### src/rbrd_pkg.sv
// shared constants and types for the raw block residual decoder
// no dependencies; used by rbrd_pixel_unit and raw_block_residual_decoder
`default_nettype none

package rbrd_pkg;

    // block geometry
    localparam int BLOCK_PIXELS      = 64;
    localparam int BP_W              = $clog2(BLOCK_PIXELS);
    localparam int MAX_WIDTH         = 8192;
    localparam int DIM_W             = 14;
    localparam int COORD_W           = 13;

    // residual packing
    localparam int MAX_RESIDUAL_BITS = 16;
    localparam int RW_W              = 5;
    localparam int BUF_W             = 24;
    localparam int CNT_W             = 5;
    localparam int PIX_W             = 16;
    localparam int BYTE_W            = 8;

    // configuration port
    localparam int APB_DATA_W        = 32;
    localparam int APB_ADDR_W        = 3;
    localparam logic REG_FRAME_WIDTH  = 1'b0;
    localparam logic REG_FRAME_HEIGHT = 1'b1;
    localparam logic [DIM_W-1:0] FRAME_WIDTH_RST  = 14'd1920;
    localparam logic [DIM_W-1:0] FRAME_HEIGHT_RST = 14'd1080;

    // result of the shared extract and add unit
    typedef struct packed {
        logic [PIX_W-1:0] value;
        logic [CNT_W-1:0] count_left;
        logic             count_short;
    } unit_out_t;

endpackage

`default_nettype wire

### src/rbrd_pixel_unit.sv
// shared extract and add unit: pulls one residual out of the bit buffer
// and adds the parity minimum; depends on rbrd_pkg
`default_nettype none

module rbrd_pixel_unit (
    input  wire logic [rbrd_pkg::BUF_W-1:0] bits,
    input  wire logic [rbrd_pkg::CNT_W-1:0] count,
    input  wire logic [rbrd_pkg::RW_W-1:0]  res_width,
    input  wire logic [rbrd_pkg::PIX_W-1:0] base,
    output rbrd_pkg::unit_out_t             result
);

    logic [rbrd_pkg::CNT_W-1:0] shift_amt;
    logic [rbrd_pkg::BUF_W-1:0] shifted;
    logic [rbrd_pkg::PIX_W:0]   mask_wide;
    logic [rbrd_pkg::PIX_W-1:0] residual;

    // msb-first residual sits just below the remaining bit count
    assign shift_amt = count - res_width;
    assign shifted   = bits >> shift_amt;
    assign mask_wide = ((rbrd_pkg::PIX_W+1)'(1) << res_width) - (rbrd_pkg::PIX_W+1)'(1);
    assign residual  = shifted[rbrd_pkg::PIX_W-1:0] & mask_wide[rbrd_pkg::PIX_W-1:0];

    // modulo 2^16 add and remaining bits after this residual
    assign result.value       = base + residual;
    assign result.count_left  = shift_amt;
    assign result.count_short = shift_amt < res_width;

endmodule

`default_nettype wire

### src/raw_block_residual_decoder.sv
// raw block residual decoder: one payload byte per request in, decoded pixels out
// header and tail-high bytes are absorbed while idle; a byte that completes pixels gives
// one pixel per cycle while the output slot is free, through the shared extract and add unit,
// and the next request is taken once its last pixel is registered and the output slot is free
// reset: control cleared, frame_done set, frame size 1920 x 1080, no clearing pass
// depends on rbrd_pkg and rbrd_pixel_unit
`default_nettype none

module raw_block_residual_decoder (
    input  wire logic                               clk,
    input  wire logic                               rst_n,
    // payload request channel
    input  wire logic                               in_valid,
    output logic                                    in_ready,
    input  wire logic [rbrd_pkg::BYTE_W-1:0]        payload_byte,
    input  wire logic                               first_byte,
    // pixel channel
    output logic                                    out_valid,
    input  wire logic                               out_ready,
    output logic [rbrd_pkg::PIX_W-1:0]              pixel_value,
    output logic [rbrd_pkg::COORD_W-1:0]            pixel_x,
    output logic [rbrd_pkg::COORD_W-1:0]            pixel_y,
    output logic                                    run_last,
    output logic                                    frame_last,
    output logic                                    width_error,
    // configuration port
    input  wire logic                               psel,
    input  wire logic                               penable,
    input  wire logic                               pwrite,
    input  wire logic [rbrd_pkg::APB_ADDR_W-1:0]    paddr,
    input  wire logic [rbrd_pkg::APB_DATA_W-1:0]    pwdata,
    output logic [rbrd_pkg::APB_DATA_W-1:0]         prdata,
    output logic                                    pready
);

    typedef enum logic [1:0] {
        ST_IDLE,
        ST_ZERO,
        ST_RES
    } state_t;

    typedef enum logic [2:0] {
        HDR_WIDTH,
        HDR_EVEN_HI,
        HDR_EVEN_LO,
        HDR_ODD_HI,
        HDR_ODD_LO,
        HDR_DATA
    } hdr_phase_t;

    state_t                          state_reg;
    hdr_phase_t                      hdr_reg;
    logic                            tail_phase_reg;
    logic [rbrd_pkg::BYTE_W-1:0]     tail_high_reg;
    logic [rbrd_pkg::RW_W-1:0]       rwidth_reg;
    logic                            blk_err_reg;
    logic [rbrd_pkg::PIX_W-1:0]      even_min_reg;
    logic [rbrd_pkg::PIX_W-1:0]      odd_min_reg;
    logic [rbrd_pkg::BUF_W-1:0]      buf_reg;
    logic [rbrd_pkg::CNT_W-1:0]      cnt_reg;
    logic [rbrd_pkg::BP_W-1:0]       bp_reg;
    logic [rbrd_pkg::DIM_W-1:0]      col_reg;
    logic [rbrd_pkg::DIM_W-1:0]      row_reg;
    logic                            frame_done_reg;
    logic [rbrd_pkg::DIM_W-1:0]      cfg_width_reg;
    logic [rbrd_pkg::DIM_W-1:0]      cfg_height_reg;

    logic                            out_valid_reg;
    logic [rbrd_pkg::PIX_W-1:0]      pixel_value_reg;
    logic [rbrd_pkg::COORD_W-1:0]    pixel_x_reg;
    logic [rbrd_pkg::COORD_W-1:0]    pixel_y_reg;
    logic                            run_last_reg;
    logic                            frame_last_reg;
    logic                            width_error_reg;

    logic [rbrd_pkg::DIM_W-1:0]      width_eff;
    logic [rbrd_pkg::DIM_W-1:0]      height_eff;
    logic                            slot_free;
    logic                            accept;
    logic                            cfg_write;
    hdr_phase_t                      eff_hdr;
    logic                            eff_tail;
    logic [rbrd_pkg::DIM_W-1:0]      eff_col;
    logic                            eff_done;
    logic                            tail_start;
    logic [rbrd_pkg::CNT_W-1:0]      cnt_plus_byte;
    logic                            blk_last;

    logic [rbrd_pkg::PIX_W-1:0]      unit_base;
    rbrd_pkg::unit_out_t             unit_res;

    logic                            emit_en;
    logic [rbrd_pkg::PIX_W-1:0]      emit_value;
    logic                            emit_err;
    logic                            emit_last;
    logic                            emit_unit_end;
    logic [rbrd_pkg::DIM_W-1:0]      col_inc;
    logic [rbrd_pkg::DIM_W-1:0]      row_inc;
    logic                            row_wrap;
    logic                            frame_end;

    // register clamp to 1..max width
    always_comb
    begin
        if (cfg_width_reg == '0)
            width_eff = rbrd_pkg::DIM_W'(1);
        else if (cfg_width_reg > rbrd_pkg::DIM_W'(rbrd_pkg::MAX_WIDTH))
            width_eff = rbrd_pkg::DIM_W'(rbrd_pkg::MAX_WIDTH);
        else
            width_eff = cfg_width_reg;

        if (cfg_height_reg == '0)
            height_eff = rbrd_pkg::DIM_W'(1);
        else if (cfg_height_reg > rbrd_pkg::DIM_W'(rbrd_pkg::MAX_WIDTH))
            height_eff = rbrd_pkg::DIM_W'(rbrd_pkg::MAX_WIDTH);
        else
            height_eff = cfg_height_reg;
    end

    // handshakes
    assign slot_free = !out_valid_reg || out_ready;
    assign in_ready  = (state_reg == ST_IDLE) && slot_free;
    assign accept    = in_valid && in_ready;
    assign cfg_write = psel && penable && pwrite;
    assign pready    = 1'b1;

    // register read
    always_comb
    begin
        case (paddr[2])
            rbrd_pkg::REG_FRAME_WIDTH:
                prdata = {{(rbrd_pkg::APB_DATA_W-rbrd_pkg::DIM_W){1'b0}}, cfg_width_reg};
            rbrd_pkg::REG_FRAME_HEIGHT:
                prdata = {{(rbrd_pkg::APB_DATA_W-rbrd_pkg::DIM_W){1'b0}}, cfg_height_reg};
            default:
                prdata = '0;
        endcase
    end

    // position as seen by this request, after a frame restart
    assign eff_hdr    = first_byte ? HDR_WIDTH : hdr_reg;
    assign eff_tail   = first_byte ? 1'b0 : tail_phase_reg;
    assign eff_col    = first_byte ? '0 : col_reg;
    assign eff_done   = first_byte ? 1'b0 : frame_done_reg;
    assign tail_start = (eff_hdr == HDR_WIDTH) && !eff_tail &&
                        (({1'b0, eff_col} + (rbrd_pkg::DIM_W+1)'(rbrd_pkg::BLOCK_PIXELS))
                         > {1'b0, width_eff});
    assign cnt_plus_byte = cnt_reg + rbrd_pkg::CNT_W'(rbrd_pkg::BYTE_W);
    assign blk_last      = bp_reg == rbrd_pkg::BP_W'(rbrd_pkg::BLOCK_PIXELS - 1);

    // shared extract and add
    assign unit_base = bp_reg[0] ? odd_min_reg : even_min_reg;

    rbrd_pixel_unit u_pixel_unit (
        .bits      (buf_reg),
        .count     (cnt_reg),
        .res_width (rwidth_reg),
        .base      (unit_base),
        .result    (unit_res)
    );

    // pixel emission select
    always_comb
    begin
        emit_en       = 1'b0;
        emit_value    = unit_res.value;
        emit_err      = blk_err_reg;
        emit_last     = 1'b0;
        emit_unit_end = 1'b0;
        case (state_reg)
            ST_IDLE:
            begin
                if (accept && !eff_done && !tail_start && eff_tail)
                begin
                    emit_en       = 1'b1;
                    emit_value    = {tail_high_reg, payload_byte};
                    emit_err      = 1'b0;
                    emit_last     = 1'b1;
                    emit_unit_end = 1'b1;
                end
            end
            ST_ZERO:
            begin
                emit_en       = slot_free;
                emit_last     = blk_last;
                emit_unit_end = blk_last;
            end
            ST_RES:
            begin
                emit_en       = slot_free;
                emit_last     = blk_last || unit_res.count_short;
                emit_unit_end = blk_last;
            end
            default:
            begin
                emit_en = 1'b0;
            end
        endcase
    end

    // row and frame boundary
    assign col_inc   = col_reg + rbrd_pkg::DIM_W'(1);
    assign row_inc   = row_reg + rbrd_pkg::DIM_W'(1);
    assign row_wrap  = col_inc >= width_eff;
    assign frame_end = row_inc >= height_eff;

    // sequencer, position state and output register
    always_ff @(posedge clk or negedge rst_n)
    begin
        if (!rst_n)
        begin
            state_reg       <= ST_IDLE;
            hdr_reg         <= HDR_WIDTH;
            tail_phase_reg  <= 1'b0;
            tail_high_reg   <= '0;
            rwidth_reg      <= '0;
            blk_err_reg     <= 1'b0;
            even_min_reg    <= '0;
            odd_min_reg     <= '0;
            buf_reg         <= '0;
            cnt_reg         <= '0;
            bp_reg          <= '0;
            col_reg         <= '0;
            row_reg         <= '0;
            frame_done_reg  <= 1'b1;
            cfg_width_reg   <= rbrd_pkg::FRAME_WIDTH_RST;
            cfg_height_reg  <= rbrd_pkg::FRAME_HEIGHT_RST;
            out_valid_reg   <= 1'b0;
            pixel_value_reg <= '0;
            pixel_x_reg     <= '0;
            pixel_y_reg     <= '0;
            run_last_reg    <= 1'b0;
            frame_last_reg  <= 1'b0;
            width_error_reg <= 1'b0;
        end
        else
        begin
            // configuration writes
            if (cfg_write)
            begin
                case (paddr[2])
                    rbrd_pkg::REG_FRAME_WIDTH:  cfg_width_reg  <= pwdata[rbrd_pkg::DIM_W-1:0];
                    rbrd_pkg::REG_FRAME_HEIGHT: cfg_height_reg <= pwdata[rbrd_pkg::DIM_W-1:0];
                    default:                    cfg_width_reg  <= cfg_width_reg;
                endcase
            end

            // drained output slot
            if (slot_free)
                out_valid_reg <= 1'b0;

            case (state_reg)
                ST_IDLE:
                begin
                    if (accept)
                    begin
                        // frame restart
                        if (first_byte)
                        begin
                            hdr_reg        <= HDR_WIDTH;
                            tail_phase_reg <= 1'b0;
                            col_reg        <= '0;
                            row_reg        <= '0;
                            frame_done_reg <= 1'b0;
                            bp_reg         <= '0;
                            cnt_reg        <= '0;
                            buf_reg        <= '0;
                            blk_err_reg    <= 1'b0;
                        end
                        if (!eff_done)
                        begin
                            if (tail_start)
                            begin
                                tail_high_reg  <= payload_byte;
                                tail_phase_reg <= 1'b1;
                            end
                            else if (eff_tail)
                            begin
                                tail_phase_reg <= 1'b0;
                            end
                            else
                            begin
                                case (eff_hdr)
                                    HDR_WIDTH:
                                    begin
                                        if (payload_byte >
                                            rbrd_pkg::BYTE_W'(rbrd_pkg::MAX_RESIDUAL_BITS))
                                        begin
                                            rwidth_reg  <= rbrd_pkg::RW_W'(rbrd_pkg::MAX_RESIDUAL_BITS);
                                            blk_err_reg <= 1'b1;
                                        end
                                        else
                                        begin
                                            rwidth_reg  <= payload_byte[rbrd_pkg::RW_W-1:0];
                                            blk_err_reg <= 1'b0;
                                        end
                                        hdr_reg <= HDR_EVEN_HI;
                                    end
                                    HDR_EVEN_HI:
                                    begin
                                        even_min_reg <= {payload_byte, rbrd_pkg::BYTE_W'(0)};
                                        hdr_reg      <= HDR_EVEN_LO;
                                    end
                                    HDR_EVEN_LO:
                                    begin
                                        even_min_reg <= {even_min_reg[rbrd_pkg::PIX_W-1:rbrd_pkg::BYTE_W],
                                                         payload_byte};
                                        hdr_reg      <= HDR_ODD_HI;
                                    end
                                    HDR_ODD_HI:
                                    begin
                                        odd_min_reg <= {payload_byte, rbrd_pkg::BYTE_W'(0)};
                                        hdr_reg     <= HDR_ODD_LO;
                                    end
                                    HDR_ODD_LO:
                                    begin
                                        odd_min_reg <= {odd_min_reg[rbrd_pkg::PIX_W-1:rbrd_pkg::BYTE_W],
                                                        payload_byte};
                                        hdr_reg     <= HDR_DATA;
                                        buf_reg     <= '0;
                                        cnt_reg     <= '0;
                                        bp_reg      <= '0;
                                        // zero width: minimums only
                                        if (rwidth_reg == '0)
                                            state_reg <= ST_ZERO;
                                    end
                                    HDR_DATA:
                                    begin
                                        buf_reg <= {buf_reg[rbrd_pkg::BUF_W-rbrd_pkg::BYTE_W-1:0],
                                                    payload_byte};
                                        cnt_reg <= cnt_plus_byte;
                                        if (cnt_plus_byte >= rwidth_reg)
                                            state_reg <= ST_RES;
                                    end
                                    default:
                                    begin
                                        hdr_reg <= HDR_WIDTH;
                                    end
                                endcase
                            end
                        end
                    end
                end
                ST_ZERO:
                begin
                    if (slot_free)
                    begin
                        bp_reg <= bp_reg + rbrd_pkg::BP_W'(1);
                        if (blk_last)
                        begin
                            hdr_reg   <= HDR_WIDTH;
                            bp_reg    <= '0;
                            buf_reg   <= '0;
                            cnt_reg   <= '0;
                            state_reg <= ST_IDLE;
                        end
                    end
                end
                ST_RES:
                begin
                    if (slot_free)
                    begin
                        cnt_reg <= unit_res.count_left;
                        bp_reg  <= bp_reg + rbrd_pkg::BP_W'(1);
                        if (blk_last)
                        begin
                            // leftover bits are dropped
                            hdr_reg <= HDR_WIDTH;
                            bp_reg  <= '0;
                            buf_reg <= '0;
                            cnt_reg <= '0;
                        end
                        if (blk_last || unit_res.count_short)
                            state_reg <= ST_IDLE;
                    end
                end
                default:
                begin
                    state_reg <= ST_IDLE;
                end
            endcase

            // pixel into output register, column advance, row and frame end
            if (emit_en)
            begin
                out_valid_reg   <= 1'b1;
                pixel_value_reg <= emit_value;
                pixel_x_reg     <= col_reg[rbrd_pkg::COORD_W-1:0];
                pixel_y_reg     <= row_reg[rbrd_pkg::COORD_W-1:0];
                run_last_reg    <= emit_last;
                width_error_reg <= emit_err;
                frame_last_reg  <= emit_unit_end && row_wrap && frame_end;
                col_reg         <= col_inc;
                if (emit_unit_end && row_wrap)
                begin
                    col_reg <= '0;
                    row_reg <= row_inc;
                    if (frame_end)
                        frame_done_reg <= 1'b1;
                end
            end
        end
    end

    assign out_valid   = out_valid_reg;
    assign pixel_value = pixel_value_reg;
    assign pixel_x     = pixel_x_reg;
    assign pixel_y     = pixel_y_reg;
    assign run_last    = run_last_reg;
    assign frame_last  = frame_last_reg;
    assign width_error = width_error_reg;

    // the frame always ends on the last pixel of a request
    a_frame_last_is_run_last: assert property (
        @(posedge clk) disable iff (!rst_n)
        (out_valid && frame_last) |-> run_last
    ) else $error("frame_last without run_last");

    // once the last pixel of a frame is out, further bytes are ignored until a restart
    a_frame_done_after_last: assert property (
        @(posedge clk) disable iff (!rst_n)
        (out_valid && out_ready && frame_last && !(in_valid && in_ready && first_byte))
        |=> frame_done_reg
    ) else $error("frame not closed after its last pixel");

    // residual extraction only runs with a full residual in the buffer
    a_res_has_bits: assert property (
        @(posedge clk) disable iff (!rst_n)
        (state_reg == ST_RES) |-> (cnt_reg >= rwidth_reg)
    ) else $error("residual extraction short of bits");

endmodule

`default_nettype wire

### config.mk
export PLATFORM = sky130hd
export DESIGN_NAME = raw_block_residual_decoder
export DESIGN_NICKNAME = d
export VERILOG_FILES = /design/src/rbrd_pkg.sv /design/src/rbrd_pixel_unit.sv /design/src/raw_block_residual_decoder.sv
export SDC_FILE = /design/constraint.sdc
export NUM_CORES = 1
export LEC_CHECK = 0
export ABC_AREA = 1
export BUFFER_PORTS_ARGS = -buffer_cell sky130_fd_sc_hd__buf_2
export CORE_MARGIN = 2
export CORE_UTILIZATION = 60
export CTS_CLUSTER_DIAMETER = 200
export CTS_CLUSTER_SIZE = 14
export DETAILED_ROUTE_END_ITERATION = 10
export GPL_ROUTABILITY_DRIVEN = 0
export MAX_ROUTING_LAYER = met4
export PLACE_DENSITY = 0.81
export SYNTH_ARGS = -nofsm -noshare
export SYNTH_HDL_FRONTEND = slang
export SYNTH_SLANG_ARGS = --single-unit
### constraint.sdc
create_clock -name clk -period 5.44 [get_ports clk]
set_clock_uncertainty 0.2 [all_clocks]
set_input_delay 0.544 -clock clk [delete_from_list [all_inputs] [get_ports clk]]
set_output_delay 0.544 -clock clk [all_outputs]
set_load 0.01 [all_outputs]
Word level (Yosys, flattened, before mapping)

Index checks and enable logic that the tools add are counted.

Flip-flop bits (word level): 190
Latch bits: 0
Memory bits (writable): 0
Bits in read-only memories: 0
Output and inout bits: 80
Logic and storage cells: 209
Memories: 0

Add/sub/neg operators: 8
Multiply operators: 0
Div/mod/pow operators: 0
Order comparisons: 8
Equal/unequal tests: 21
Shifts and indexed selects: 2
Mux-type cells: 94
Bitwise operators: 7
Reduce and logical (&&, ||, !) cells: 44

Operator list:

| operator                                           | number |
|---|---|
| 2-to-1 mux 14 bit                                  | 14 |
| 2-to-1 mux 24 bit                                  | 7 |
| case mux 24 bit (2 select lines)                   | 2 |
| case mux 16 bit (2 select lines)                   | 2 |
| case mux 32 bit (2 select lines)                   | 1 |
| 2-to-1 mux 5 bit                                   | 10 |
| 2-to-1 mux 16 bit                                  | 3 |
| 2-to-1 mux 6 bit                                   | 8 |
| adder 14 x 1 -> 14 bit, second input constant      | 2 |
| greater-or-equal comparator 14 bit                 | 2 |
| > comparator 14 bit, second input constant         | 2 |
| zero test 14 bit                                   | 2 |
| right shift 24 x 5 -> 16 bit                       | 1 |
| 2-to-1 mux 3 bit                                   | 7 |
| 2-to-1 mux 1 bit                                   | 20 |
| 2-to-1 mux 2 bit                                   | 10 |
| case mux 3 bit (6 select lines)                    | 1 |
| AND reduction 6 bit                                | 3 |
| adder 16 bit                                       | 1 |
| bitwise AND 16 bit                                 | 1 |
| != test 2 bit, second input constant               | 8 |
| << shifter 1 x 5 -> 16 bit, first input constant   | 1 |
| subtractor 16 x 2 -> 16 bit, second input constant | 1 |
| adder 14 x 7 -> 15 bit, second input constant      | 1 |
| other kinds (40)                                   | 74 |

Logic depth before layout (Yosys ltp)

Depth in word-level cells: 13
Mapped depth: 28
Depth with buffers taken out: 25

By module

Synthesis repeated with hierarchy kept, for this count alone.

Cells, all modules: 1,917
Area, all modules: 13,563.0 µm²

By module, submodules not included:

| module                     | times used | cells each | area an instance (µm²) |
|---|---|---|---|
| raw_block_residual_decoder | 1          | 1,460      | 11,150.7 |
| rbrd_pixel_unit            | 1          | 457        | 2,412.3 |

Worst setup path after synthesis

No wires, ideal clock.

Path type: flip-flop to flip-flop
From: register rwidth_reg[0] (netlist name)
To: register pixel_value_reg, in the netlist pixel_value[10]
Setup time: 0.116 ns
Arrival: 3.612 ns
Slack: 1.512 ns
Cell stages (with the launch flop): 25
Buffers on the path: 3
Path through: dfrtp_1 ha_1 inv_1 fa_1 buf_2 inv_1 buf_2 buf_1 o21ai_0 o21ai_0 a311oi_1 ha_1 fa_1 nand3_1 nand3_1 nand3_1 nand2_1 nand3_1 nand2_1 nand3_1 nand2_1 nand2_1 nand3_1 nand2_1 nand2_1

Longest elaborated chain between the ends: 6
Elaborated cells on any way between the ends: 8
Classes of those cells: add/sub: 3; shift: 2; mux: 2; bitwise: 1

Ends and longest elaborated chain:

| what                                                                        | RTL line                                     | RTL |
|---|---|---|
| from (decl)                                                                 | raw_block_residual_decoder.sv:55             | `logic [rbrd_pkg::RW_W-1:0] rwidth_reg;` |
| from (signal assigned)                                                      | raw_block_residual_decoder.sv:289            | `rwidth_reg <= rbrd_pkg::RW_W'(rbrd_pkg::MAX_RESIDUAL_BITS);` |
| from (signal assigned)                                                      | raw_block_residual_decoder.sv:294            | `rwidth_reg <= payload_byte[rbrd_pkg::RW_W-1:0];` |
| subtractor 5 bit or << shifter 1 x 5 -> 16 bit (tied branches)              | rbrd_pixel_unit.sv:19, rbrd_pixel_unit.sv:21 |  |
| right shift 24 x 5 -> 16 bit or subtractor 16 x 2 -> 16 bit (tied branches) | rbrd_pixel_unit.sv:20, rbrd_pixel_unit.sv:21 |  |
| bitwise AND 16 bit (*)                                                      | rbrd_pixel_unit.sv:22                        | `assign residual = shifted[rbrd_pkg::PIX_W-1:0] & mask_wide[rbrd_pkg::PIX_W-1:0];` |
| adder 16 bit (*)                                                            | rbrd_pixel_unit.sv:25                        | `assign result.value = base + residual;` |
| 2-to-1 mux 16 bit                                                           | raw_block_residual_decoder.sv:173            | `if (accept && !eff_done && !tail_start && eff_tail)` |
| 2-to-1 mux 16 bit (*)                                                       | raw_block_residual_decoder.sv:170            | `case (state_reg)` |
| to (signal assigned)                                                        | raw_block_residual_decoder.sv:387            | `pixel_value_reg <= emit_value;` |
| to (decl)                                                                   | raw_block_residual_decoder.sv:69             | `logic [rbrd_pkg::PIX_W-1:0] pixel_value_reg;` |

Mark *: on every way between the ends. The rest lies on a longest branch, timed or not.
A chain may end at the register's enable or synchronous reset.

Worst setup path in the final report

From: register rwidth_reg[0] (netlist name)
To: register pixel_value_reg, in the netlist pixel_value[15]

Same word-level chain as after synthesis.

==> metrics.md <==
| Metric | Value |
|---|---|
| Initial antenna violation count | `0` |
| Most instantiated library cell after synthesis | `nand2_1` |
| Critical-path maximum fanout | `29` |
| Max Root-Sink Buffers | `2` |
| Antenna cells | `0` |
| Setup bufs post-CTS | `0` |
| Dominant cells by area after synthesis | `dfrtp_1 (33%), nand2_1 (14%), o21ai_0 (8.6%)` |
| Seq/Total Area, Yosys | `34.7%` |
| Post-CTS resize count | `0` |
| Num ports | `131` |
| Endpoint type of the worst setup path | `register` |
| DIE AREA | `24100 um^2` |
| Total global routing overflow | `0` |
| Hold crit path type | `input pin to async pin` |
| Share of the synthesized area in the top cell type | `33.0%` |
| Synth warn | `0` |
| Logic gate share of total power | `58.7%` |
| NetSw | `4.53 mW` |
| Maxcap violations | `0` |
| Sequential Power Share | `26.3%` |
| Worst-Skew Late Latency | `0.45 ns` |
| Pint | `4.31 mW` |
| Die span in y | `155 um` |
| DR iter-0 viols | `1320` |
| Syn_area_per_cell | `7.09 um^2` |
| Slew margin rel. | `17.3%` |
| Dpl hpwl | `27500 um` |
| Post-route ant nets | `0` |
| First-pass GRT wire length | `62400 um` |
| DIE WIDTH | `155 um` |
| Fill cells | `1952` |
| Worst setup path class | `register to register` |
| Layout cells sized above 1 | `11.0%` |
| # port buffers | `91` |
| Crit-path cells | `ha_1, inv_1, fa_1, inv_1, nor2_1, a31oi_1, o21ai_0, a211oi_1, ha_1, a21oi_1, a21boi_0, o21bai_1, a21oi_1, nand3b_1, nand3_1, nand2_1, nand2_1` |
| Tightest Pin Transition | `1.23 ns` |
| WP data arrival | `4.93 ns` |
| Post-synth top area cell | `dfrtp_1` |
| Mapped Cells | `1938` |
| CTS Hold Buffers Added | `0` |
| Max Clock Freq | `0.209 GHz` |
| Num rows | `55` |
| Flops & latches, synth | `190` |
| Clk sinks | `190` |
| CTS tree | `yes` |
| CTS HTree Levels | `4` |
| Vias post-DR | `13.6k` |
| Ys flop type | `dfrtp_1` |
| Outcome | `complete, but fails checks` |
| Final Non-Filler Cells | `2276` |
| GR Util All Layers | `33.0%` |
| CTS Buf Count | `17` |
| Number of global-route vias before repair | `12.6k` |
| Routed WL | `38300 um` |
| Average vias per placed instance | `5.96` |
| Tot Pwr | `8.83 mW` |
| Drt pass-1 iters | `9` |
| Violated checks | `hold timing` |
| Layout area overhead | `7.94%` |
| Unrepaired setup endpoints after global routing | `false` |
| Sw Ratio | `51.2%` |
| Reg2reg path depth | `17` |
| Largest net degree at the start of global routing | `90` |
| Pwr Density | `596 nW/um^2` |
| Tmin final | `4.79 ns` |
| Clock root buffer | `clkbuf_16` |
| Total core area | `22600 um^2` |
| WP data required | `5.58 ns` |
| Worst IR drop on VDD | `306 uV` |
| Post-synth cell types | `61` |
| DRC | `0` |
| Starting Density | `60.9%` |
| Final hold slack | `-0.0271 ns` |
| Placed Cells | `2244` |
| Commonest cells post-synth | `nand2_1 (519), o21ai_0 (237), inv_1 (182)` |
| Flip-flop count of the largest register after layout | `24` |
| Leakage | `7.56 nW` |
| Slowest cell on crit path | `inv_1` |
| Period utilisation layout | `88.0%` |
| Max-slew violations | `0` |
| Clock slew at reported path FFs | `0.08 ns` |
| Crit-path max cell delay | `0.61 ns` |
| Final Hold Viols | `48` |
| Post-route setup TNS | `0 ns` |
| DR WL/cell | `16.8 um` |
| Async SR Flop Fraction | `100%` |
| CP Launch Type | `register` |
| Netlist Area Pre-Place | `13700 um^2` |
| Clock Power Share | `15.0%` |
| Number of synthesized flops with an enable pin | `0` |
| Setup-failing EPs final | `0` |
| Final net count | `2108` |
-- power by group through the flow --
stage	registers [mW]	clock network [mW]	logic [mW]
after floorplan	2.24	0	3.84
after global routing	2.38	1.38	5.80
after CTS	2.31	1.33	5.09
after detailed placement	2.33	0	5.04
after global placement	2.31	0	4.90
final	2.32	1.33	5.18
-- placed cells by master, fill, tap and decap left out, types with 10 or more instances in the layout --
cell type	n
a211oi_1	10
a21oi_1	86
a31oi_1	16
buf_2	90
buf_4	16
clkbuf_16	17
conb_1	19
dfrtp_1	181
ha_1	77
inv_1	182
mux2_2	15
nand2_1	519
nand2_2	12
nand3_1	127
nand4_1	20
nor2_1	136
nor3_1	20
nor4_1	10
o211ai_1	10
o21ai_0	237
o21ai_1	18
o21ai_2	16
o22ai_1	20
xor2_1	31
-- path summary, 6_finish.rpt --
| kind | startpoint | endpoint | slack, ns |
|---|---|---|---|
| max | rwidth_reg[0] | pixel_value[15] | 0.65 |
| min | rst_n | cnt_reg[1] | -0.03 |
| max reg2reg | rwidth_reg[0] | pixel_value[15] | 0.65 |
| min reg2reg | pixel_value[10] | pixel_value[10] | 0.28 |
| max in group asynchronous | rst_n | buf_reg[4] | 3.87 |
| min in group clk | pwdata[5] | cfg_height_reg[5] | 0.12 |
-- cell families (layout without fill, tap and decap cells) --
group           after synthesis  in the layout  share of synthesized area (%)
compound gates              446            446                           18.2
xor+xnor                     37             37                           2.41
fa+ha+maj                    79             79                           7.30
buf+inv                     295            331                           9.14
flops                       190            190                           34.7
mux                          21             21                           1.67
other cells                   2             19                         0.0546
simple gates                868            868                           26.5
-- area by class of cell --
cell class | count | area, um^2 | area share, %
clock buffer | 17 | 425 | 2.87
clock inverter | 15 | 194 | 1.31
multi-input combinational | 1470 | 7780 | 52.5
timing repair buffer | 107 | 584 | 3.94
tap | 285 | 357 | 2.40
sequential | 190 | 4770 | 32.1
inverter | 192 | 723 | 4.88
-- metrics by stage --
step	setup WS, ns	utilization, %	cell area [um^2]
floorplan	1.51	-	13800
global placement	0.820	63.0	14200
detailed placement	0.713	63.0	14200
CTS	0.696	65.7	14800
global route	0.222	65.7	14800
finish	0.653	65.7	14800
-- metal layers --
metal	GRT usage (%)	vias up	wire length [um]
li1	-	6499	-
met2	52.7	583	17700
met3	5.88	129	2830
met1	40.9	6347	15900
met4	15.5	0	1850
met5	-	-	0
-- critical path, delay by kind of cell, from the launching register on --
family                     cells  cell delay (ns)
DFF                            1             0.50
buffers and inverters          2             0.70
adders and majority gates      3             1.09
AOI/OAI and AO/OA              7             1.66
and+or+nand+nor                5             0.51
Note: power is estimated with default switching activity, not from simulation.
